`src/sv/ccf_pkg.sv`:
```
`timescale 1ns / 1ps

package ccf_pkg;

   // Default line length of the line memories.
   localparam int MaxWidthDefault = 1024;

   // Field widths.
   localparam int PixW    = 8;
   localparam int CoefW   = 12;
   localparam int RowW    = 3 * CoefW;
   localparam int WidthW  = 11;
   localparam int HeightW = 16;
   localparam int IndexW  = 3;

   // Product of a Q4.8 coefficient and a pixel, and the sum of nine of them.
   localparam int ProdW = CoefW + PixW + 1;
   localparam int SumW  = ProdW + 3;

   // Reset values of the configuration registers.
   localparam logic [RowW-1:0]    CoefTopReset    = 36'hF00E00F00;
   localparam logic [RowW-1:0]    CoefMiddleReset = 36'h000000000;
   localparam logic [RowW-1:0]    CoefBottomReset = 36'h100200100;
   localparam logic [WidthW-1:0]  WidthReset      = 11'd640;
   localparam logic [HeightW-1:0] HeightReset     = 16'd480;

   typedef enum logic [IndexW-1:0] {
      REG_COEF_TOP    = 3'd0,
      REG_COEF_MIDDLE = 3'd1,
      REG_COEF_BOTTOM = 3'd2,
      REG_IMAGE_WIDTH = 3'd3,
      REG_IMAGE_HEIGHT = 3'd4
   } csr_index_type;

   // What one input transaction does as it moves down the pipeline.
   typedef struct packed {
      logic write_px;     // pixel transaction: update line memories and window
      logic emit_a;       // first result present
      logic zero_a;       // first result is a border zero
      logic row_end_a;
      logic image_end_a;
      logic emit_b;       // second result: right-border zero closing a row
   } item_type;

endpackage

```
`src/sv/ccf_filter.sv`:
```
`timescale 1ns / 1ps

module ccf_filter (
   input  logic                       clock,
   input  logic                       shift_en,
   input  logic                       prod_en,
   input  logic [3*ccf_pkg::PixW-1:0] cur,
   input  logic [ccf_pkg::RowW-1:0]   coef_top,
   input  logic [ccf_pkg::RowW-1:0]   coef_middle,
   input  logic [ccf_pkg::RowW-1:0]   coef_bottom,
   output logic [ccf_pkg::PixW-1:0]   pixel_val
);

   localparam int PixW  = ccf_pkg::PixW;
   localparam int CoefW = ccf_pkg::CoefW;
   localparam int ProdW = ccf_pkg::ProdW;
   localparam int SumW  = ccf_pkg::SumW;

   // Previous two columns of the window; each holds rows r-2, r-1, r from low bits up.
   logic [3*PixW-1:0]        win_left_ff;
   logic [3*PixW-1:0]        win_mid_ff;
   logic [ccf_pkg::RowW-1:0] coef_rows [3];
   logic [3*PixW-1:0]        cols [3];
   logic signed [ProdW-1:0]  prod_in [9];
   logic signed [ProdW-1:0]  prod_ff [9];
   logic signed [SumW-1:0]   sum;

   always_comb begin
      coef_rows[0] = coef_top;
      coef_rows[1] = coef_middle;
      coef_rows[2] = coef_bottom;
      cols[0]      = win_left_ff;
      cols[1]      = win_mid_ff;
      cols[2]      = cur;
      for (int r = 0; r < 3; r++) begin
         for (int c = 0; c < 3; c++) begin
            prod_in[r*3+c] = $signed(coef_rows[r][CoefW*c +: CoefW])
                           * $signed({1'b0, cols[c][PixW*r +: PixW]});
         end
      end
   end

   always_ff @(posedge clock) begin
      if (shift_en) begin
         win_left_ff <= win_mid_ff;
         win_mid_ff  <= cur;
      end
      if (prod_en) begin
         prod_ff <= prod_in;
      end
   end

   // Sum of the registered products, then clamp of the Q.8 result.
   always_comb begin
      sum = '0;
      for (int k = 0; k < 9; k++) begin
         sum = sum + SumW'(prod_ff[k]);
      end
      if (sum < 0) begin
         pixel_val = '0;
      end else if (sum[SumW-1:PixW] > (SumW-PixW)'(255)) begin
         pixel_val = '1;
      end else begin
         pixel_val = sum[2*PixW-1:PixW];
      end
   end

endmodule

```
`config.mk`:
```
export PLATFORM = sky130hd
export DESIGN_NAME = ccf_filter
export DESIGN_NICKNAME = d
export VERILOG_FILES = /design/src/sv/ccf_pkg.sv /design/src/sv/ccf_filter.sv
export SDC_FILE = /design/constraint.sdc
export NUM_CORES = 2
export LEC_CHECK = 0
export BUFFER_PORTS_ARGS = -buffer_cell sky130_fd_sc_hd__buf_2
export CAP_MARGIN = 15
export CORE_AREA = 4 4 301 303
export DETAILED_ROUTE_END_ITERATION = 12
export DIE_AREA = 0 0 305 307
export PLACE_DENSITY_LB_ADDON = 0.2
export SYNTH_ARGS = -nofsm -noshare
export SYNTH_HDL_FRONTEND = slang
export SYNTH_SLANG_ARGS = --single-unit
```
`constraint.sdc`:
```
create_clock -name clock -period 7.5 [get_ports clock]
set_clock_uncertainty 0.05 [all_clocks]
set_input_delay 1.5 -clock clock [delete_from_list [all_inputs] [get_ports clock]]
set_output_delay 1.5 -clock clock [all_outputs]
set_load 0.05 [all_outputs]
```
==> flow_summary.json <==
{
  "r2r_slack_ns": 2.12,
  "worstSetupEndpointType": "output port",
  "cpMostUsedCell": "fa_1",
  "worst_pin_slew_ns": 1.02,
  "fillers": 8194,
  "antenna_found_initial": 5,
  "fin_ws_ns": 0.283,
  "syn2layout_area_growth_pct": 6.41,
  "num_io_pins": 143,
  "grt_pass1_vias": 30883,
  "cts_buffers": 28,
  "synth_cells": 4440,
  "cts.sinks": 237,
  "initial_core_util": 0.498,
  "layout.area.seq_um2": 7120,
  "final_nets": 5922,
  "drt_iter0_drc": 1814,
  "whs_ns": 0.722,
  "die_area_um2": 93600,
  "cp.buffers_inverters": 4,
  "arrival_ns": 5.67,
  "tns_ns": 0,
  "worstPathRequired_ns": 5.95,
  "drive_gt1_frac": 0.0476,
  "die_h_um": 307,
  "synth.area.top_cells": "fa_1, edfxtp_1, ha_1",
  "cts_resized": 0,
  "grt_pass1_wl_um": 165000,
  "cts_hold_buf": 0,
  "avgSynthCellArea_um2": 9.86,
  "vias": 29118,
  "outcome": "finished clean",
  "finalNonFillerCells": 5725,
  "place_ws_ns": 0.822,
  "grt_max_degree": 111,
  "cp_cell_sequence": "fa_1 > fa_1 > fa_1 > inv_1 > fa_1 > inv_1 > ha_1 > a2111oi_4 > o21ai_2 > a32oi_2 > and2b_2 > o21bai_1 > xor2_1 > a2111oi_4 > buf_6 > a21oi_1 > buf_2",
  "ant_nets": 0,
  "max_slew_margin": 0.318,
  "viasPerCell": 5.09,
  "place_inst": 5673,
  "cts_setup_buffers": 0,
  "synth_top_area_frac": 0.389,
  "yosysMostFrequentCell": "inv_1",
  "drtPass1Iterations": 5,
  "multi_input_area_um2": 32000,
  "rsz0062_at_grt": "no",
  "drv_cap": 0,
  "crit_path_max_fanout": 8,
  "path_clk_slew_ns": 0.06,
  "routed_wl_um": 98800,
  "syn-cell-area_um2": 43800,
  "yosysTopAreaCell": "fa_1",
  "post-dp-hpwl_um": 83700,
  "period_share": 0.962,
  "core_area_um2": 88000,
  "synth_seq_cells": 237,
  "crit_type": "flop to output port",
  "num_rows": 109,
  "grt-ovfl-total": 0,
  "max_freq_mhz": 139,
  "ys_seq_area_frac": 0.163,
  "track_usage": 0.220,
  "cts_tree": "built",
  "critPathMaxStageDelay_ns": 0.57,
  "die_w_um": 305,
  "post_drt_wl_per_cell_um": 17.3,
  "globalplace.congestion": 0.849,
  "ys.warnings.count": 0,
  "worst_skew_pair.late_latency_ns": 0.59,
  "path_delay_family": "adder cells",
  "yosys-top-cells-count": "inv_1, fa_1, and2_1, ha_1, nand2_1",
  "async_flop_share": 0,
  "min_path_type": "flop to flop",
  "synth_edf_count": 237,
  "portBuffers": 142,
  "cts-htree-levels": 1,
  "synth_ff_type": "edfxtp_1",
  "synthDistinctLibCells": 69,
  "synth_fp_nets": 5824,
  "hold_viol_final": 0,
  "clk_path_buf_depth": 3,
  "critPathSlowestCell": "fa_1",
  "drcViolationCount": 0,
  "clockRootBuffer": "clkbuf_16",
  "cp-start-kind": "flop",
  "setup_viol_count_final": 0,
  "period_minus_slack_ns": 7.22,
  "drv_slew": 0
}
[flip-flops by register name, indices dropped and copies added (netlist names)]
signal / cells
prod_ff: 189
win_left_ff: 24
win_mid_ff: 24
[per-layer routing]
layer | up-vias | part of all wire | GRT usage
met5 | - | 0 | 0
met4 | 0 | 0.011 | 0.0302
met3 | 56 | 0.047 | 0.0221
met2 | 498 | 0.48 | 0.373
met1 | 14976 | 0.46 | 0.319
li1 | 13588 | - | -
[cell usage in the layout (no fill, tap or decap), types with 40 or more instances in the layout]
master,instances
edfxtp_1,237
and2_1,554
ha_1,399
nand3_1,45
o21ai_0,45
fa_1,850
xnor2_1,138
inv_1,1185
nor3_1,40
nand2_1,396
a21oi_1,117
buf_2,141
nor2_1,70
[stage by stage]
step	utilization	area, um^2
finish	0.530	46600
global route	0.530	46600
CTS	0.530	46600
detailed placement	0.520	45700
global placement	0.520	45700
floorplan	-	43800
[final cells by class]
type,instances,share of cell area
well taps,1165,0.0313
clock buffers,33,0.0159
flip-flops and latches,237,0.153
repair buffers,146,0.0162
clock inverters,18,0.00279
multi-input cells,2940,0.686
inverters,1185,0.0954
diodes,1,0.0000537
[final timing paths]
check,start,to,cells after the start
min reg2reg,win_mid_ff[23],win_left_ff[23],0
max reg2reg,win_mid_ff[16],prod_ff[40],14
min,win_mid_ff[23],win_left_ff[23],0
max,prod_ff[130],pixel_val[2],17
[logic make-up after synthesis]
family,Yosys count,share of synthesized area
buf+inv,1263,0.108
flops,237,0.163
compound gates,332,0.0515
xor+xnor,166,0.0332
fa+ha+maj,1249,0.503
simple gates,1191,0.142
mux,2,0.000457
Power is left out: the tool's default activity adds up to more than one toggle a clock period on the data nets, which glitch-free logic cannot reach.
