--- config.mk ---
export PLATFORM = sky130hd
export DESIGN_NAME = ccf_out_stage_flat
export DESIGN_NICKNAME = d
export VERILOG_FILES = /design/src/sv/ccf_pkg.sv /design/src/sv/ccf_if.sv /design/src/sv/ccf_out_stage.sv /design/src/flat_wrapper.sv
export SDC_FILE = /design/constraint.sdc
export NUM_CORES = 1
export LEC_CHECK = 0
export CAP_MARGIN = 20
export CORE_AREA = 2 2 39 41
export DETAILED_ROUTE_END_ITERATION = 16
export DIE_AREA = 0 0 41 43
export DONT_BUFFER_PORTS = 1
export GPL_TIMING_DRIVEN = 1
export MAX_ROUTING_LAYER = met4
export SLEW_MARGIN = 10
export SYNTH_ARGS = -nofsm -noshare
export SYNTH_HDL_FRONTEND = slang
export SYNTH_SLANG_ARGS = --single-unit
--- constraint.sdc ---
create_clock -name clock -period 1.3 [get_ports clock]
set_input_delay 0.065 -clock clock [delete_from_list [all_inputs] [get_ports clock]]
set_output_delay 0.065 -clock clock [all_outputs]
set_load 0.005 [all_outputs]
--- src/sv/ccf_pkg.sv ---
`timescale 1ns / 1ps

package ccf_pkg;

   // Default line length of the line memories.
   localparam int MaxWidthDefault = 1024;

   // Field widths.
   localparam int PixW    = 8;
   localparam int CoefW   = 12;
   localparam int RowW    = 3 * CoefW;
   localparam int WidthW  = 11;
   localparam int HeightW = 16;
   localparam int IndexW  = 3;

   // Product of a Q4.8 coefficient and a pixel, and the sum of nine of them.
   localparam int ProdW = CoefW + PixW + 1;
   localparam int SumW  = ProdW + 3;

   // Reset values of the configuration registers.
   localparam logic [RowW-1:0]    CoefTopReset    = 36'hF00E00F00;
   localparam logic [RowW-1:0]    CoefMiddleReset = 36'h000000000;
   localparam logic [RowW-1:0]    CoefBottomReset = 36'h100200100;
   localparam logic [WidthW-1:0]  WidthReset      = 11'd640;
   localparam logic [HeightW-1:0] HeightReset     = 16'd480;

   typedef enum logic [IndexW-1:0] {
      REG_COEF_TOP    = 3'd0,
      REG_COEF_MIDDLE = 3'd1,
      REG_COEF_BOTTOM = 3'd2,
      REG_IMAGE_WIDTH = 3'd3,
      REG_IMAGE_HEIGHT = 3'd4
   } csr_index_type;

   // What one input transaction does as it moves down the pipeline.
   typedef struct packed {
      logic write_px;     // pixel transaction: update line memories and window
      logic emit_a;       // first result present
      logic zero_a;       // first result is a border zero
      logic row_end_a;
      logic image_end_a;
      logic emit_b;       // second result: right-border zero closing a row
   } item_type;

endpackage

--- src/sv/ccf_if.sv ---


interface ccf_rsp_if;
   logic                      valid;
   logic                      ready;
   logic [ccf_pkg::PixW-1:0]  pixel_out;
   logic                      row_end;
   logic                      image_end;

   modport source (output valid, pixel_out, row_end, image_end, input ready);
   modport sink (input valid, pixel_out, row_end, image_end, output ready);
endinterface


--- src/sv/ccf_out_stage.sv ---
`timescale 1ns / 1ps

module ccf_out_stage (
   input  logic                     clock,
   input  logic                     reset,
   input  logic                     in_valid,
   input  ccf_pkg::item_type        item,
   input  logic [ccf_pkg::PixW-1:0] pixel_val,
   output logic                     free,
   ccf_rsp_if.source                rsp_chan
);

   logic                     pend_a_ff, pend_a_in;
   logic                     pend_b_ff, pend_b_in;
   logic [ccf_pkg::PixW-1:0] a_pix_ff;
   logic                     a_row_end_ff;
   logic                     a_image_end_ff;
   logic                     take;
   logic                     load;

   always_comb begin
      take = rsp_chan.valid && rsp_chan.ready;
      // Free once the last pending result goes out this cycle.
      free = !(pend_a_ff || pend_b_ff) || (take && !(pend_a_ff && pend_b_ff));
      load = in_valid && free;
      pend_a_in = pend_a_ff && !take;
      pend_b_in = pend_b_ff && !(take && !pend_a_ff);
      if (load) begin
         pend_a_in = item.emit_a;
         pend_b_in = item.emit_b;
      end
   end

   always_ff @(posedge clock) begin
      if (reset) begin
         pend_a_ff <= 1'b0;
         pend_b_ff <= 1'b0;
      end else begin
         pend_a_ff <= pend_a_in;
         pend_b_ff <= pend_b_in;
      end
   end

   always_ff @(posedge clock) begin
      if (load) begin
         a_pix_ff       <= item.zero_a ? '0 : pixel_val;
         a_row_end_ff   <= item.row_end_a;
         a_image_end_ff <= item.image_end_a;
      end
   end

   // The second result is always the right-border zero that closes a row.
   assign rsp_chan.valid     = pend_a_ff || pend_b_ff;
   assign rsp_chan.pixel_out = pend_a_ff ? a_pix_ff : '0;
   assign rsp_chan.row_end   = pend_a_ff ? a_row_end_ff : 1'b1;
   assign rsp_chan.image_end = pend_a_ff ? a_image_end_ff : 1'b0;

endmodule

--- src/flat_wrapper.sv ---
// flat-port wrapper written by rule: the top's interface ports become plain ports
module ccf_out_stage_flat 
  (clock, reset, in_valid, item, pixel_val, free, rsp_chan_valid, rsp_chan_pixel_out, rsp_chan_row_end, rsp_chan_image_end, rsp_chan_ready);
  ccf_rsp_if rsp_chan_i ();
  input  logic clock;
  input  logic reset;
  input  logic in_valid;
  input  ccf_pkg::item_type item;
  input  logic [ccf_pkg::PixW-1:0] pixel_val;
  output logic free;
  output wire logic [$bits(rsp_chan_i.valid)-1:0] rsp_chan_valid;
  output wire logic [$bits(rsp_chan_i.pixel_out)-1:0] rsp_chan_pixel_out;
  output wire logic [$bits(rsp_chan_i.row_end)-1:0] rsp_chan_row_end;
  output wire logic [$bits(rsp_chan_i.image_end)-1:0] rsp_chan_image_end;
  input wire logic [$bits(rsp_chan_i.ready)-1:0] rsp_chan_ready;
  assign rsp_chan_valid = rsp_chan_i.valid;
  assign rsp_chan_pixel_out = rsp_chan_i.pixel_out;
  assign rsp_chan_row_end = rsp_chan_i.row_end;
  assign rsp_chan_image_end = rsp_chan_i.image_end;
  assign rsp_chan_i.ready = rsp_chan_ready;
  ccf_out_stage u_core (.clock(clock), .reset(reset), .in_valid(in_valid), .item(item), .pixel_val(pixel_val), .free(free), .rsp_chan(rsp_chan_i));
endmodule
==> impl_metrics.py, run 1 <==
metrics = {
    "worst_setup_path": {
        "cp.required_ps": 1300,
        "cpPeakStageDelay_ps": 340,
        "crit_fanout": 10,
        "critPathTopFamily": "flip-flops",
        "worstSetupEndpointType": "flip-flop",
        "worstPathCellList": "inv_2 -> maj3_2 -> and2_2",
        "arrival_ps": 1230,
        "regToRegStartpoint": "u_core.pend_a_ff",
        "worstSetupStartpoint": "u_core.pend_a_ff",
        "cp_slowest_cell": "dfxtp_1",
        "critPathKind": "flip-flop to flip-flop",
        "start_kind": "flip-flop",
        "critPathBufInv": 1,
    },
    "finish": {
        "final_nets": 75,
        "num_antenna_cells": 0,
        "drive_above_1_share_pct": 16.07,
        "syn2layout_area_growth_pct": 25.47,
        "utilization_pct": 48.10,
        "fill_cells": 137,
    },
    "clock_tree": {
        "cts_tree": "done",
        "root_buffer": "clkbuf_4",
        "cts.reportedPaths.clkPinSlew_ps": 70,
        "insertion_delay_ps": 260,
        "htreeDepth": 1,
        "clock_sinks": 12,
        "clock_path_buffers": 2,
        "numCtsBuffers": 3,
        "post_cts_buffers": 0,
    },
    "synth": {
        "yosys.area_share.simple_pct": 27.36,
        "synth_seq_cells": 12,
        "synth_cells": 43,
        "muxShareOfSynthArea_pct": 0,
        "synth-compound-area-share_pct": 4.009,
        "synth_cell_types": 15,
        "ys_warn_count": 0,
        "synth-adder-area-share_pct": 2.123,
        "synth_top_family_by_area": "simple AND/OR/NAND/NOR gates",
        "synth.area.top_cells": "edfxtp_1 (57%), and2_1 (12%), nor2b_1 (11%)",
        "avgSynthCellArea_sq_um": 12.34,
        "synth.top_cell.area_share_pct": 56.60,
        "seq_area_frac_synth_pct": 64.15,
        "synth_area_sq_um": 530.5,
        "synthXorXnorAreaFrac_pct": 0,
        "syn_nets": 61,
        "synth_top_area_cell": "edfxtp_1",
    },
    "power": {
        "finalPower_mw": 0.7552,
        "leakagePower_nw": 0.2453,
        "ir_drop_v": 0.0005597,
        "power_density_nw_per_um2": 1135,
    },
    "floorplan": {
        "boundaryPins": 30,
        "die_width_um": 41,
        "fp-row-count": 14,
        "start_util_pct": 38.34,
        "die-height_um": 43,
        "core_area_sq_um": 1384,
        "die_area_sq_um": 1763,
    },
    "sta": {
        "hold_violations": 0,
        "max_slew.worst_pin.slew_ps": 295.4,
        "whs_ps": 12.69,
        "clock.fmax_mhz": 812.9,
        "setup_violations": 0,
        "max_slew_margin_pct": 80.24,
        "fin_crit_ps": 1230,
        "slew_viol_final": 0,
        "rsz0062_at_grt": "no",
        "clock_skew_ps": 3.674,
        "period_share_pct": 94.63,
    },
    "drt": {
        "routed_wl_um": 921,
        "routed-via-count": 349,
        "first_pass_iters": 4,
        "post_drt_wl_per_cell_um": 12.79,
        "antenna_left": 0,
        "drcViolationCount": 0,
        "drtIter0Drc": 3,
        "viasPerCell": 4.847,
    },
    "job": {
        "max_cap_viol_count": 0,
    },
    "outcome": {
        "run_status": "finished clean",
    },
    "placement": {
        "place_congestion": 0.6834,
        "post-dp-hpwl_um": 699.5,
        "port_buffers": 0,
    },
    "global_route": {
        "grt_overflow": 0,
        "grt_pass1_wl_um": 1400,
        "antenna_found_initial": 0,
        "grt_start_max_net_pins": 13,
        "grt_usage_pct": 12.55,
        "first_global_vias": 348,
    },
    "hold_path": {
        "hp-start": "pixel_val[3]",
        "hp-class": "input pin to flip-flop",
    },
}
-- cell type report --
type / instances / area, sq um / area share [%]
multi-input cells: 28 / 178.9 / 26.88
clock buffers: 4 / 26.28 / 3.947
inverters: 2 / 7.507 / 1.128
well taps: 16 / 20.02 / 3.008
flip-flops and latches: 12 / 340.3 / 51.13
repair buffers: 10 / 92.59 / 13.91
-- stage by stage --
step / instance area, sq um / setup slack, ps / setup TNS, ps / instances
detailed placement: 568.0 / -2.482 / -22.91 / 61
global route: 665.6 / 17.04 / 0 / 72
finish: 665.6 / 69.80 / 0 / 72
global placement: 568.0 / 39.21 / 0 / 61
floorplan: 530.5 / 57.55 / 0 / 43
CTS: 665.6 / 68.62 / 0 / 72
-- worst register-to-register path: cells and delay by family (launching register included) --
family                     cells  cell delay, ps
adders and majority gates      1             300
and+or+nand+nor                1             280
DFF                            1             340
buffers and inverters          1              50
-- cells in the mapped netlist --
| master | instances |
|---|---|
| maj3_2 | 1 |
| inv_1 | 1 |
| inv_2 | 1 |
| nor2b_1 | 9 |
| or2b_1 | 1 |
| o211ai_1 | 1 |
| a21oi_1 | 1 |
| edfxtp_1 | 10 |
| buf_2 | 1 |
| nand2b_1 | 1 |
| nand3_1 | 1 |
| dfxtp_1 | 2 |
| nand2_1 | 2 |
| a221oi_1 | 1 |
| and2_1 | 10 |
-- placed cells by master, fill, tap and decap left out, drive strengths merged --
| master | instances |
|---|---|
| a221oi | 1 |
| nand2b | 1 |
| or2b | 1 |
| nor2b | 9 |
| maj3 | 1 |
| dfxtp | 2 |
| o211ai | 1 |
| buf | 3 |
| and2 | 10 |
| a21oi | 1 |
| clkbuf | 4 |
| inv | 2 |
| edfxtp | 10 |
| nand3 | 1 |
| dlygate4sd3 | 7 |
| nand2 | 2 |
-- flip-flops by register name, indices dropped and copies added, names as in the netlist --
| register | flops |
|---|---|
| u_core.a_image_end_ff | 1 |
| u_core.a_pix_ff | 8 |
| u_core.a_row_end_ff | 1 |
| u_core.pend_a_ff | 1 |
| u_core.pend_b_ff | 1 |
-- routing by layer --
| layer | vias up | share of wire [%] | global-route usage (%) | wire length, um |
|---|---|---|---|---|
| met5 | - | 0 | - | 0 |
| met4 | 0 | 1.3 | 8.000 | 12 |
| met3 | 2 | 9.8 | 3.665 | 90 |
| met2 | 19 | 52 | 19.69 | 480 |
| met1 | 157 | 36 | 12.89 | 336 |
| li1 | 171 | - | - | - |
-- path summary, 6_finish.rpt --
kind / slack [ps] / to / depth (start not counted)
max: 70 / u_core.a_row_end_ff / 3
min: 10 / u_core.a_pix_ff[3] / 1
min reg2reg: 620 / u_core.pend_b_ff / 3
max reg2reg: 70 / u_core.a_row_end_ff / 3
-- what timing repair did --
action | in CTS | in global routing
endpoints found under the setup margin | 10 | 0
gates resized for setup | 1 | 0
endpoints found under the hold margin | 12 | 0
hold buffers | 7 | 0
-- power breakdown --
| part | internal [mW] | leakage [nW] | switching, mW |
|---|---|---|---|
| clock | 0.118 | 0.0150 | 0.106 |
| combinational | 0.0416 | 0.114 | 0.0390 |
| sequential | 0.446 | 0.116 | 0.00480 |
-- logic make-up (layout without fill, tap and decap cells) --
family	Yosys count	in the layout
adders and majority gates	1	1
buffers and inverters	3	16
and+or+nand+nor	24	24
DFF	12	12
AOI/OAI and AO/OA	3	3
Note: power is estimated with default switching activity, not from simulation.
==> run 2, diff against run 1 <==
CORE_AREA = default   (was 2 2 39 41)
CORE_ASPECT_RATIO = 0.9   (was default)
CORE_MARGIN = 2   (was default)
CORE_UTILIZATION = 30   (was default)
DIE_AREA = default   (was 0 0 41 43)
==> run 2 against run 1 <==
Routed wire length rose by 4.6%. Sequential share of layout area fell by 1.5 points. Clock power barely moved. Clock skew rose by 0.96 ps. Fmax fell by 0.76%. Critical endpoint is now u_core.a_pix_ff[3]. Combinational power rose by 9.8%. Sequential cell count did not move.
==> impl_metrics.py, run 2 (synthesis results as in run 1) <==
metrics = {
    "outcome": {
        "run_status": "finished clean",
    },
    "hold_path": {
        "hp-class": "input pin to flip-flop",
    },
    "clock_tree": {
        "htreeDepth": 1,
        "cts.reportedPaths.clkPinSlew_ps": 60,
        "cts_tree": "done",
        "clock_path_buffers": 2,
        "post_cts_buffers": 0,
        "insertion_delay_ps": 260,
        "numCtsBuffers": 3,
        "clock_sinks": 12,
        "root_buffer": "clkbuf_4",
    },
    "drt": {
        "dr_wl_met2_um": 599,
        "viasPerCell": 4.363,
        "first_pass_iters": 4,
        "drcViolationCount": 0,
        "wl_met1_um": 316,
        "post_drt_wl_per_cell_um": 12.04,
        "routed-via-count": 349,
        "top_layer": "met3",
        "drtIter0Drc": 4,
        "antenna_left": 0,
        "routed_wl_um": 963,
        "wl_met3_um": 46,
    },
    "placement": {
        "place_congestion": 0.6152,
        "pre_cts_ws_ps": 43.87,
        "port_buffers": 0,
        "dpl.cell_count": 69,
    },
    "sta": {
        "slew_viol_final": 0,
        "clock.fmax_mhz": 806.7,
        "whs_ps": 14.34,
        "rsz0062_at_grt": "no",
        "hold_violations": 0,
        "clock_skew_ps": 4.633,
        "period_share_pct": 95.36,
        "finalWorstSetupSlack_ps": 60.36,
        "fin_crit_ps": 1240,
        "setup_violations": 0,
        "max_slew.worst_pin.slew_ps": 275.5,
        "max_slew_margin_pct": 81.57,
        "tns_ps": 0,
    },
    "global_route": {
        "first_global_vias": 346,
        "grt_usage_pct": 11.60,
        "antenna_found_initial": 0,
        "grt_pass1_wl_um": 1628,
        "grt_start_max_net_pins": 13,
        "grt_overflow": 0,
    },
    "floorplan": {
        "die_area_sq_um": 2121,
        "core_area_sq_um": 1664,
        "die_width_um": 48.33,
        "boundaryPins": 30,
        "die-height_um": 43.90,
        "start_util_pct": 31.88,
        "fp-row-count": 14,
    },
    "worst_setup_path": {
        "start_kind": "flip-flop",
        "arrival_ps": 1270,
        "crit_fanout": 10,
        "cp.required_ps": 1330,
        "worstSetupEndpointType": "flip-flop",
        "critPathKind": "flip-flop to flip-flop",
        "rrSetupSlack_ps": 60,
    },
    "finish": {
        "drive_above_1_share_pct": 16.07,
        "num_antenna_cells": 0,
        "final_cell_mix": "and2_1 (10), edfxtp_1 (10), nor2b_1 (9), dlygate4sd3_1 (7), clkbuf_4 (3)",
        "regMostFlops": "u_core.a_pix_ff",
        "largest_reg_flops": 8,
        "syn2layout_area_growth_pct": 29.72,
        "final_nets": 75,
        "utilization_pct": 41.35,
        "finalNonFillerCells": 80,
    },
    "power": {
        "p_comb_share_pct": 11.6,
        "internal_power_mw": 0.6126,
        "leakagePower_nw": 0.2500,
        "power_density_nw_per_um2": 1111,
        "pwr-share-clk_pct": 29.3,
        "ir_drop_v": 0.0006871,
        "p_seq_share_pct": 59.1,
        "switching_power_mw": 0.1519,
        "switching_share_pct": 19.87,
    },
    "job": {
        "max_cap_viol_count": 0,
    },
}
run 2: cell count changes in the layout (fill, tap and decap cells not counted):
cell,previous run,this run
and2_1,9,10
and2_2,1,0
buf_12,0,1
buf_4,3,2
dfxtp_1,2,1
dfxtp_2,0,1
run 2: layout make-up:
class	instances	area, sq um
Timing Repair Buffer	10	105.1
Clock buffer	4	26.28
Inverter	2	7.507
Sequential cell	12	341.6
Fill cell	168	975.9
Tap cell	24	30.03
Multi-Input combinational cell	28	177.7
run 2: metal layers:
layer	global-route usage [%]	vias up
li1	-	170
met1	9.586	167
met2	20.00	12
met3	6.207	0
met4	8.571	0
met5	-	-
run 2: repair_timing:
action                     4_1_cts  5_1_grt
resized for setup                0        1
setup endpoints to repair        0        4
hold buffers                     6        1
hold endpoints to repair        12        1
run 2: worst max-delay path, cell delays in order (launching register included):
cell and delay, ps:
dfxtp_1 300, inv_1 70, maj3_2 310, and2_1 190
buf_12 140
run 2: final timing paths:
kind / start / end / cells after the start
worst max-delay path: u_core.pend_b_ff / u_core.a_pix_ff[3] / 4
worst max register to register: u_core.pend_b_ff / u_core.a_pix_ff[3] / 4
worst min-delay path: pixel_val[0] / u_core.a_pix_ff[0] / 1
worst min register to register: u_core.pend_b_ff / u_core.pend_b_ff / 2
run 2: metrics by stage:
stage | area (sq um) | total power [mW]
after floorplan | 530.5 | 0.5013
after global placement | 590.6 | 0.5243
after detailed placement | 590.6 | 0.5285
after CTS | 676.9 | 0.7752
after global routing | 688.2 | 0.8121
final | 688.2 | 0.7645
run 2: power groups by stage:
stage          registers [mW]  clock network, mW  logic [mW]
3_5_place_dp            0.460                  0      0.0684
3_3_place_gp            0.459                  0      0.0657
5_1_grt                 0.455              0.259      0.0983
2_1_floorplan           0.458                  0      0.0431
4_1_cts                 0.451              0.236      0.0875
6_report                0.452              0.224      0.0885
