**config.mk**
```make
export PLATFORM = sky130hd
export DESIGN_NAME = ccf_sequencer
export DESIGN_NICKNAME = d
export VERILOG_FILES = /design/src/sv/ccf_pkg.sv /design/src/sv/ccf_sequencer.sv
export SDC_FILE = /design/constraint.sdc
export NUM_CORES = 1
export LEC_CHECK = 0
export BUFFER_PORTS_ARGS = -buffer_cell sky130_fd_sc_hd__buf_4
export CORE_ASPECT_RATIO = 2
export CORE_MARGIN = 3
export CORE_UTILIZATION = 45
export CTS_CLUSTER_DIAMETER = 30
export DETAILED_ROUTE_END_ITERATION = 6
export GPL_TIMING_DRIVEN = 0
export HOLD_SLACK_MARGIN = 0.12
export PLACE_DENSITY_LB_ADDON = 0.15
export SLEW_MARGIN = 10
export SYNTH_ARGS = -nofsm -noshare
export SYNTH_HDL_FRONTEND = slang
export SYNTH_SLANG_ARGS = --single-unit
export TNS_END_PERCENT = 30
```
**constraint.sdc**
```tcl
create_clock -name clock -period 6.8 [get_ports clock]
set_input_delay 0.68 -clock clock [delete_from_list [all_inputs] [get_ports clock]]
set_output_delay 0.68 -clock clock [all_outputs]
set_load 0.02 [all_outputs]
```
**src/sv/ccf_pkg.sv**
```systemverilog
`timescale 1ns / 1ps

package ccf_pkg;

   // Default line length of the line memories.
   localparam int MaxWidthDefault = 1024;

   // Field widths.
   localparam int PixW    = 8;
   localparam int CoefW   = 12;
   localparam int RowW    = 3 * CoefW;
   localparam int WidthW  = 11;
   localparam int HeightW = 16;
   localparam int IndexW  = 3;

   // Product of a Q4.8 coefficient and a pixel, and the sum of nine of them.
   localparam int ProdW = CoefW + PixW + 1;
   localparam int SumW  = ProdW + 3;

   // Reset values of the configuration registers.
   localparam logic [RowW-1:0]    CoefTopReset    = 36'hF00E00F00;
   localparam logic [RowW-1:0]    CoefMiddleReset = 36'h000000000;
   localparam logic [RowW-1:0]    CoefBottomReset = 36'h100200100;
   localparam logic [WidthW-1:0]  WidthReset      = 11'd640;
   localparam logic [HeightW-1:0] HeightReset     = 16'd480;

   typedef enum logic [IndexW-1:0] {
      REG_COEF_TOP    = 3'd0,
      REG_COEF_MIDDLE = 3'd1,
      REG_COEF_BOTTOM = 3'd2,
      REG_IMAGE_WIDTH = 3'd3,
      REG_IMAGE_HEIGHT = 3'd4
   } csr_index_type;

   // What one input transaction does as it moves down the pipeline.
   typedef struct packed {
      logic write_px;     // pixel transaction: update line memories and window
      logic emit_a;       // first result present
      logic zero_a;       // first result is a border zero
      logic row_end_a;
      logic image_end_a;
      logic emit_b;       // second result: right-border zero closing a row
   } item_type;

endpackage

```
**src/sv/ccf_sequencer.sv**
```systemverilog
`timescale 1ns / 1ps

module ccf_sequencer #(
   parameter int ColW = $clog2(ccf_pkg::MaxWidthDefault)
) (
   input  logic                        clock,
   input  logic                        reset,
   input  logic                        accept,
   input  logic                        drain,
   input  logic [ColW-1:0]             w_last,
   input  logic [ccf_pkg::HeightW-1:0] h_eff,
   output ccf_pkg::item_type           item,
   output logic [ColW-1:0]             col
);

   logic [ColW-1:0]             col_ff, col_in;
   logic [ccf_pkg::HeightW-1:0] row_ff, row_in;
   logic [ColW-1:0]             drain_ff, drain_in;
   logic [ccf_pkg::HeightW-1:0] row_inc;
   logic                        in_drain_phase;
   logic                        col_last;
   logic                        drain_last;
   logic                        row_nz;

   always_comb begin
      in_drain_phase = row_ff >= h_eff;
      col_last       = col_ff >= w_last;
      drain_last     = drain_ff >= w_last;
      row_nz         = row_ff != '0;
      row_inc        = row_ff + 16'd1;

      item     = '0;
      col_in   = col_ff;
      row_in   = row_ff;
      drain_in = drain_ff;

      if (in_drain_phase) begin
         if (drain) begin
            item.emit_a      = 1'b1;
            item.zero_a      = 1'b1;
            item.row_end_a   = drain_last;
            item.image_end_a = drain_last;
            if (drain_last) begin
               row_in   = '0;
               col_in   = '0;
               drain_in = '0;
            end else begin
               drain_in = drain_ff + 1'b1;
            end
         end
      end else if (!drain) begin
         item.write_px = 1'b1;
         item.emit_a   = row_nz && (col_ff != '0);
         // Only outputs off the border are filtered.
         item.zero_a   = !((row_ff >= 16'd2) && (col_ff >= ColW'(2)) && (col_ff <= w_last));
         item.emit_b   = row_nz && col_last;
         if (col_last) begin
            col_in = '0;
            row_in = row_inc;
            if (row_inc >= h_eff) begin
               drain_in = '0;
            end
         end else begin
            col_in = col_ff + 1'b1;
         end
      end
   end

   always_ff @(posedge clock) begin
      if (reset) begin
         col_ff   <= '0;
         row_ff   <= '0;
         drain_ff <= '0;
      end else if (accept) begin
         col_ff   <= col_in;
         row_ff   <= row_in;
         drain_ff <= drain_in;
      end
   end

   assign col = col_ff;

endmodule

```
==> summary.txt, run 1 <==
Global route
  • First-pass GRT wire length: 14.28 mm
  • Antenna violations before repair: 0
  • Vias in the first global route: just over 3000
  • Largest net degree at the start of global routing: 12
  • Tot GR Track Use: 21.84%
  • Grt ovf: 0

Yosys
  • Top cell type's share of synthesized area: 22.84%
  • Seq cells post-synth: 36
  • Async S/R FF share, synth: 0%
  • Sequential fraction of the synthesis area: between 20 and 25%
  • Mapped Area: 3342 µm²
  • Top-count cell post-synth: ha_1
  • Cell taking the most area after synthesis: ha_1
  • Main synth FF type: dfxtp_1
  • Synth top cells by count: 61 x ha_1, 38 x inv_1, 37 x nand2_1
  • Ranking of synthesized cells by area: ha_1 23%, dfxtp_1 22%, inv_1 4.3%
  • Synth Instances: ~430
  • Yosys cell types: 48
  • Mapped Avg Cell Area: 7.808 µm²
  • EDFF count, synth: 0
  • Syn Nets: 519
  • Ys Warns: 0

Min path
  • Worst hold-check path type: register to register
  • Hold_sp: drain_ff[1]
  • WHS Path Cells: 2
  • Endpoint, Worst Hold: drain_ff[1]

Drt
  • Routed wire length: 9.170 mm
  • # DRC: 0
  • Pre-antenna DRT Iters: 4
  • Routed Antenna Nets: 0
  • Routed wire per std cell: ~16 µm
  • Vias per std cell: 5.720
  • Via count: approximately 3300
  • DR iter-0 viols: around 190

Clock network
  • CTS tree: built
  • Root Driver: clkbuf_16
  • CTS buffer count: 5
  • Resize count post-CTS: 0
  • Htree depth: 2
  • Clock slew at reported path FFs: 0.06 ns
  • Hold_buf cts: 0
  • Clk sink count: 36
  • Buffer count from post-CTS setup fixing: 0
  • Clock buffer depth: 2
  • Worst-Skew Late Latency: 0.29 ns

Setup path
  • Critical path data arrival time: 4.07 ns
  • Worst r2r path cells: 14
  • Critical R2R Launch: row_ff[1]
  • Worst setup path class: register to register
  • Worst R2R End: drain_ff[9]
  • CP Max Fanout: 8
  • Crit end category: register
  • Req. time, crit path: 6.98 ns
  • CP Launch Type: register
  • Register-to-register setup slack: about 2.9 ns

Floorplan
  • Core Area: 7048 µm²
  • DIE AREA: 8559 µm²
  • Ports: 46
  • Chip Width: about 67 µm
  • Die Ht: ~130 µm
  • Initial Util: 47.42%
  • Floorplan row count: 43

Power
  • Max IR drop VDD: 85.90 µV
  • Clk pwr share: 48.3%
  • Combinational fraction of design power: between 10% and 20%
  • Seq pwr share: 38.9%
  • Cell Int Power: roughly 0.00041 W
  • Switch Pwr: 0.0001359 W
  • Power Dens Cells: 139.2 nW/µm²
  • Static Leak: 1.948 nW
  • Switching share of total power: roughly a quarter

Placement
  • I/O Buffers: 45
  • Placer's final routability congestion estimate: between 0.8 and 0.9
  • DP Area: 3792 µm²
  • Dpl ws: between 2 and 3 ns
  • HPWL after DPL: 7.500 mm

STA
  • PnR worst setup slack: 2.912 ns
  • Post-route minimum period: roughly 3.9 ns
  • RSZ-0062 raised after global routing: no
  • Max transition margin: 40.25%
  • Final Hold Viols: 0
  • Fin. max-slew vios: 0
  • Final setup fails: 0
  • Setup TNS: 0 ns
  • Least-Margin Pin Slew: 0.8894 ns
  • Fmax: 257.2 MHz
  • Clock skew: 0.005921 ns
  • Fin crit share: 57.17%

Finish
  • Multi-input logic area: between 2000 and 2500 µm²
  • N_diodes: 0
  • Layout cells sized above 1: 12.89%
  • Layout Utilization: 56.13%
  • Fillers: 692
  • Cell area after layout: 3956 µm²
  • Nets: 571
  • Reg area: 720.7 µm²
  • Area Overhead vs Synth: 18.38%

Status
  • Status: completed

Flow run
  • Max-Cap Viols: 0
## area by class of cell
class / count / share of cell area, %
multi-input cells: 343 / 61.10
plain buffers: 11 / 1.550
repair buffers: 45 / 8.539
inverters: 38 / 3.605
well taps: 90 / 2.846
clock buffers: 6 / 3.257
flip-flops and latches: 36 / 18.22
clock inverters: 2 / 0.8855
## power by group through the flow
| stage | registers (W) | logic, W | clock network [W] |
|---|---|---|---|
| 2_1_floorplan | 0.000219 | 0.0000395 | 0 |
| 3_3_place_gp | 0.000219 | 0.0000687 | 0 |
| 3_5_place_dp | 0.000219 | 0.0000707 | 0 |
| 4_1_cts | 0.000214 | 0.0000712 | 0.000269 |
| 5_1_grt | 0.000214 | 0.0000795 | 0.000279 |
| 6_report | 0.000214 | 0.0000704 | 0.000266 |
## flip-flops by register name, indices dropped and copies added (netlist names)
name and cells:
row_ff 16, col 10, drain_ff 10
## how the worst max path moves through the flow
| stage | endpoint | from | slack [ns] | cells past startpoint |
|---|---|---|---|---|
| after floorplan | col[2] | h_eff[0] | 3.43 | 13 |
| after global placement | drain_ff[5] | h_eff[15] | 2.91 | 15 |
| after detailed placement | drain_ff[4] | h_eff[15] | 2.89 | 15 |
| after CTS | drain_ff[9] | row_ff[1] | 2.90 | 14 |
| after global routing | drain_ff[2] | row_ff[1] | 2.65 | 14 |
| final | drain_ff[9] | row_ff[1] | 2.91 | 14 |
## worst max-delay path: stages (launching register included)
cell and delay, ns:
dfxtp_1 0.49, ha_1 0.28, nand3_1 0.15, or3_1 0.48, nor2_1 0.37, nand3_1 0.15, xnor2_1 0.16, ha_1 0.28
and4_1 0.21, nand4_1 0.13, o2111ai_1 0.24, and2_1 0.16, clkbuf_1 0.27, o21ai_0 0.15, a32o_1 0.28
## layout by cell type, fill, tap and decap left out, types with 11 or more instances in the layout
cell and count:
o21ai_0 17, nor2_1 33, nand2_1 37, nor3_1 18, a21oi_1 24, dfxtp_1 36
nand3_1 22, o21ai_1 11, ha_1 61, buf_4 46, and3_1 15, inv_1 38
nand2b_1 11
## cell families (layout without fill, tap and decap cells)
family,after synthesis,in the layout,share of synthesized area [%]
flops,36,36,21.56
simple gates,171,171,26.25
fa+ha+maj,61,61,22.84
xor+xnor,11,11,2.883
buf+inv,49,102,6.103
compound gates,100,100,20.37
## per-layer routing
metal | track usage (%) | wire length (µm)
met1 | 21.18 | 3485
met2 | 43.56 | 5204
met3 | 2.895 | 254
met4 | 8.732 | 225
met5 | 0 | 0
## through the flow
stage	std cells	hold WS, ns	power, W
final	571	0.4932	0.0005507
after global routing	571	0.5184	0.0005732
after CTS	571	0.4896	0.0005545
after detailed placement	563	0.4816	0.0002898
after global placement	563	0.4792	0.0002877
after floorplan	428	0.4608	0.0002588
Note: power is estimated with default switching activity, not from simulation.
==> run 2: changes to the inputs <==
==> constraint.sdc (replaced) <==
create_clock -name clock -period 3.6 [get_ports clock]
set_input_delay 0.36 -clock clock [delete_from_list [all_inputs] [get_ports clock]]
set_output_delay 0.36 -clock clock [all_outputs]
set_load 0.02 [all_outputs]
==> run 2 against run 1 <==
Against the previous run:
- final cell count is 0.18% lower
- global-route usage hardly changed
- clock skew is 0.00053 ns higher
- non-clock buffer count is 1 lower
- combinational power is 90% higher
- critical path depth stayed put
- setup slack worse by 2.8 ns
- sequential share of layout area is 0.097 points lower
- largest cell class unchanged
- clock power is 90% higher
- sequential power is 89% higher
- highest routed layer unchanged
- register-to-register slack worse by 2.8 ns
- final area is 0.89% higher
- critical path type unchanged
==> summary.txt, run 2 (synthesis gave the netlist of run 1 again) <==
Status
  • Status: completed

Setup path
  • Crit-path most repeated cell: nand2b_1
  • Crit path max-delay family: simple AND/OR/NAND/NOR gates
  • Crit end category: register
  • Req. time, crit path: 3.83 ns
  • Worst r2r path cells: 14
  • Slowest-stage cell, CP: or4_4
  • CP Launch Type: register
  • CP max stage delay: 0.41 ns
  • Worst path cell trace: inv_1, ha_1, nand2b_1, a2111oi_0, nand3b_1, nand3_1, buf_2, ha_1, nand2b_1, nand2b_1, or4_4, buf_6, or3b_1, nand3_1
  • Buf/Inv on CP: 3
  • Critical path data arrival time: 3.72 ns
  • Worst setup path class: register to register
  • CP Max Fanout: 10
  • Worst R2R End: col[2]
  • Critical R2R Launch: row_ff[0]
  • Register-to-register setup slack: 0.11 ns

Finish
  • N_diodes: 0
  • Layout cells sized above 1: 15.21%
  • Fillers: about 700
  • Largest Register: row_ff
  • Multi-input logic area: 2452 µm²
  • Layout Utilization: between 50 and 60%
  • Most common cell after layout, fill and taps aside: ha_1
  • Most frequent cells in the layout: 61 x ha_1, 46 x buf_4, 38 x inv_1, 37 x nand2_1, 34 x dfxtp_1
  • Area Overhead vs Synth: 19.43%
  • Nets: between 500 and 600
  • Reg area: 723.2 µm²
  • Max reg flops: 16

Flow run
  • Max-Cap Viols: 0

Power
  • Static Leak: 1.955 nW
  • Max IR drop VDD: 162.6 µV
  • Power Dens Cells: between 200 and 300 nW/µm²

Drt
  • Pre-antenna DRT Iters: 4
  • Routed wire length: 9.227 mm
  • Routed wire per std cell: 16.19 µm
  • Routed Antenna Nets: 0
  • Via count: 3253
  • # DRC: 0
  • Vias per std cell: between 5 and 6
  • DR iter-0 viols: 190

Floorplan
  • Floorplan row count: 43
  • Die Ht: ~130 µm
  • Chip Width: 66.94 µm
  • Ports: 46
  • Core Area: 7048 µm²
  • Initial Util: 47.42%
  • DIE AREA: 8559 µm²

Clock network
  • Clk sink count: 36
  • CTS tree: built
  • Buffer count from post-CTS setup fixing: 0
  • Clock buffer depth: 2
  • Root Driver: clkbuf_16
  • Clock slew at reported path FFs: roughly 0.060 ns
  • CTS buffer count: 5
  • Htree depth: 2
  • Hold_buf cts: 0
  • Worst-Skew Late Latency: 0.29 ns

STA
  • Max transition margin: approximately 57%
  • Post-route minimum period: around 3.5 ns
  • Least-Margin Pin Slew: 0.6471 ns
  • Fmax: 286.6 MHz
  • Fin. max-slew vios: 0
  • Fin crit share: 96.93%
  • Final setup fails: 0
  • Final hold slack: 0.4620 ns
  • RSZ-0062 raised after global routing: yes
  • PnR worst setup slack: 0.1105 ns
  • Clock skew: 0.006446 ns
  • Final Hold Viols: 0
  • Setup TNS: 0 ns

Global route
  • Tot GR Track Use: 21.87%
  • Grt ovf: 0
  • Vias in the first global route: 3097
  • Largest net degree at the start of global routing: 12
  • First-pass GRT wire length: 14.30 mm
  • Antenna violations before repair: 0

Placement
  • HPWL after DPL: 7.500 mm
  • Placer's final routability congestion estimate: between 0.8 and 0.9
  • Dpl ws: -0.2570 ns
  • I/O Buffers: 45

Min path
  • Endpoint, Worst Hold: row_ff[10]
  • Hold_sp: reset
  • WHS Path Cells: 4
  • Worst hold-check path type: input pin to register
==> run 2: cell types whose count changed in the layout (fill, tap and decap cells not counted), moves of 2 or more <==
cell,previous run,this run
dfxtp_2,0,2
nor2_4,0,2
nor2_1,33,29
clkbuf_1,8,6
nor2_2,0,2
dfxtp_1,36,34
==> run 2: layout make-up <==
cell class	instances	share of cell area [%]
clock buffers	6	3.229
flip-flops and latches	36	18.12
clock inverters	2	0.8777
plain buffers	10	1.473
well taps	90	2.821
multi-input cells	343	61.44
repair buffers	45	8.464
inverters	38	3.574
==> run 2: tightest hold or removal path, stage by stage <==
cell     delay (ns)
buf_4          0.11
nor3_2         0.09
nand3_1        0.09
o21ai_1        0.05
==> run 2: metrics by stage <==
step                      total power (W)  std cells  instance area, µm²
final                            0.001044        570                3991
after CTS                        0.001047        570                3960
after floorplan                 0.0004888        428                3342
after global routing             0.001084        570                3991
after detailed placement        0.0005473        563                3792
after global placement          0.0005434        563                3792
==> run 2: how the worst max path moves through the flow <==
stage	startpoint	endpoint	slack, ns	cells past startpoint
floorplan	row_ff[1]	drain_ff[2]	0.36	14
global placement	row_ff[1]	drain_ff[5]	-0.24	14
detailed placement	row_ff[1]	drain_ff[4]	-0.26	14
CTS	row_ff[0]	row_ff[4]	-0.02	13
global route	row_ff[0]	col[2]	-0.12	14
finish	row_ff[0]	col[2]	0.11	14
==> run 2: layer usage <==
metal	up-vias	wire length [µm]	track usage (%)	share of wire [%]
met5	-	0	0	0
met3	18	264	2.982	2.9
li1	1660	-	-	-
met1	1516	3468	21.12	38
met4	0	229	8.971	2.5
met2	59	5264	43.56	57
==> run 2: repair_timing <==
item,in CTS,in global routing
setup endpoints to repair,12,30
hold endpoints to repair,0,0
resized for setup,4,10
pin swaps,0,0
==> run 2: power by group <==
group	total, W	switching, W	internal (W)	leakage [nW]
Clock	0.000505	0.000179	0.000326	0.0808
Combinational	0.000134	0.0000770	0.0000573	1.58
Sequential	0.000405	0.00000432	0.000401	0.291
Total	0.00104	0.000260	0.000784	1.95
==> run 3: changes to the inputs <==
--- a/config.mk
+++ b/config.mk
@@ -7,7 +7,7 @@
 export LEC_CHECK = 0
 export BUFFER_PORTS_ARGS = -buffer_cell sky130_fd_sc_hd__buf_4
 export CORE_ASPECT_RATIO = 2
-export CORE_MARGIN = 3
+export CORE_MARGIN = 2
 export CORE_UTILIZATION = 45
 export CTS_CLUSTER_DIAMETER = 30
 export DETAILED_ROUTE_END_ITERATION = 6
==> run 3 against run 2 <==
Against the previous run:
- setup slack better by 0.069 ns
- maximum frequency up 2.0%
- clock-buffer cell count is 1 higher
- critical path type unchanged
- largest cell class unchanged
- largest power group unchanged
==> summary.txt, run 3 (synthesis gave the netlist of run 1 again) <==
Clock network
  • CTS tree: built
  • Clock slew at reported path FFs: about 0.060 ns
  • Worst-Skew Late Latency: ~0.28 ns
  • Root Driver: clkbuf_16
  • Htree depth: 2
  • Clk sink count: 36
  • CTS buffer count: 5
  • Hold_buf cts: 0
  • Clock buffer depth: 2

Setup path
  • Critical path data arrival time: 3.65 ns
  • Req. time, crit path: 3.83 ns
  • Crit-path most repeated cell: nand2b_1
  • Worst setup path class: register to register
  • CP Launch Type: register
  • Crit path max-delay family: simple AND/OR/NAND/NOR gates
  • CP max stage delay: around 0.41 ns
  • Buf/Inv on CP: 3
  • Crit end category: register
  • Worst path cell trace: inv_1, ha_1, nand2b_1, a2111oi_1, nand3b_1, nand3_2, buf_4, ha_1, nand2b_1, nand2b_1, or4_4, buf_6, or3b_1, nand3_1
  • CP Max Fanout: 10
  • Slowest-stage cell, CP: or4_4

Power
  • Max IR drop VDD: 168.5 µV
  • Static Leak: 1.960 nW
  • Power Dens Cells: 248.8 nW/µm²

STA
  • Clock skew: around 0.0045 ns
  • Fin. max-slew vios: 0
  • Final Hold Viols: 0
  • Max transition margin: between 50% and 60%
  • Least-Margin Pin Slew: 0.7313 ns
  • Final setup fails: 0
  • Fin crit share: 95.02%
  • Post-route minimum period: 3.421 ns
  • Final hold slack: about 0.46 ns
  • Fmax: 292.3 MHz

Finish
  • Largest Register: row_ff
  • Reg area: roughly 720 µm²
  • Nets: 571
  • Most frequent cells in the layout: 61 x ha_1, 48 x buf_4, 38 x inv_1, 36 x nand2_1, 34 x dfxtp_1
  • Area Overhead vs Synth: 19.88%
  • Most common cell after layout, fill and taps aside: ha_1
  • Layout cells sized above 1: 15.63%
  • Cell area after layout: roughly 4000 µm²
  • N_diodes: 0
  • Multi-input logic area: around 2500 µm²
  • Fillers: 705
  • Max reg flops: 16

Global route
  • GR Util met2: 45.66%
  • Tot GR Track Use: 23.59%
  • Grt ovf: 0
  • Largest net degree at the start of global routing: 11
  • Vias in the first global route: around 3400
  • Met3 Track Usage GR: 3.304%
  • GRT busiest layer: met2
  • Routing usage on met1: around 23%
  • Antenna violations before repair: 0
  • First-pass GRT wire length: between 15 and 20 mm

Drt
  • # DRC: 0
  • Pre-antenna DRT Iters: 4
  • DR iter-0 viols: 135
  • Routed Antenna Nets: 0
  • Routed wire per std cell: ~16 µm
  • Routed wire length: roughly 9 mm
  • Via count: approximately 3300
  • Vias per std cell: roughly 5.8

Floorplan
  • Initial Util: 46.34%
  • Ports: 46
  • Die Ht: 125.9 µm
  • Core Area: 7212 µm²
  • Chip Width: 64.94 µm
  • Floorplan row count: between 40 and 50
  • DIE AREA: 8173 µm²

Min path
  • Worst hold-check path type: input pin to register

Flow run
  • Max-Cap Viols: 0

Placement
  • I/O Buffers: 45
  • DP Area: 3795 µm²
  • Placer's final routability congestion estimate: 0.8405
  • HPWL after DPL: approximately 7.5 mm

Status
  • Status: completed
run 3: layout make-up:
| cell class | instances | area share, % |
|---|---|---|
| Inverter | 38 | 3.560 |
| Multi-Input combinational cell | 343 | 61.59 |
| Buffer | 10 | 1.499 |
| Sequential cell | 36 | 18.05 |
| Tap cell | 92 | 2.873 |
| Timing Repair Buffer | 46 | 8.620 |
| Clock buffer | 7 | 3.810 |
run 3: through the flow:
step | power, W | cells | util, % | setup WS (ns) | TNS [ns]
2_1_floorplan | 0.0004888 | 428 | - | 0.3640 | 0
3_3_place_gp | 0.0005430 | 565 | 52.62 | -0.2341 | -1.977
3_5_place_dp | 0.0005468 | 565 | 52.62 | -0.2640 | -3.173
4_1_cts | 0.001002 | 571 | 54.98 | 0.06390 | 0
5_1_grt | 0.001039 | 572 | 55.55 | -0.009802 | -0.02373
6_report | 0.0009966 | 572 | 55.55 | 0.1793 | 0
run 3: per-layer routing:
| metal | vias to the layer above | routed length, µm |
|---|---|---|
| li1 | 1656 | - |
| met1 | 1550 | 3417 |
| met2 | 82 | 5198 |
| met3 | 21 | 282 |
| met4 | 0 | 291 |
| met5 | - | 0 |
run 3: power breakdown:
part	total (W)	leakage [nW]	internal [W]	switching, W
logic	0.000134	1.59	0.0000578	0.0000766
registers	0.000405	0.291	0.000401	0.00000425
clock network	0.000457	0.0760	0.000291	0.000166
run 3: final timing paths:
check	start	end	slack, ns	depth (start not counted)
min reg2reg	drain_ff[1]	drain_ff[1]	0.50	2
max	row_ff[0]	col[2]	0.18	14
max reg2reg	row_ff[0]	col[2]	0.18	14
min	reset	col[1]	0.46	4
run 3: tightest hold or removal path, stage by stage:
cell and delay (ns):
buf_4 0.10, nor3_1 0.09, nand2_1 0.08, o21ai_0 0.06
run 3: repair_timing:
item                       4_1_cts  5_1_grt
setup endpoints to repair       21       26
setup buffers                    0        1
gates resized for setup          8       10
cloned                           0        0
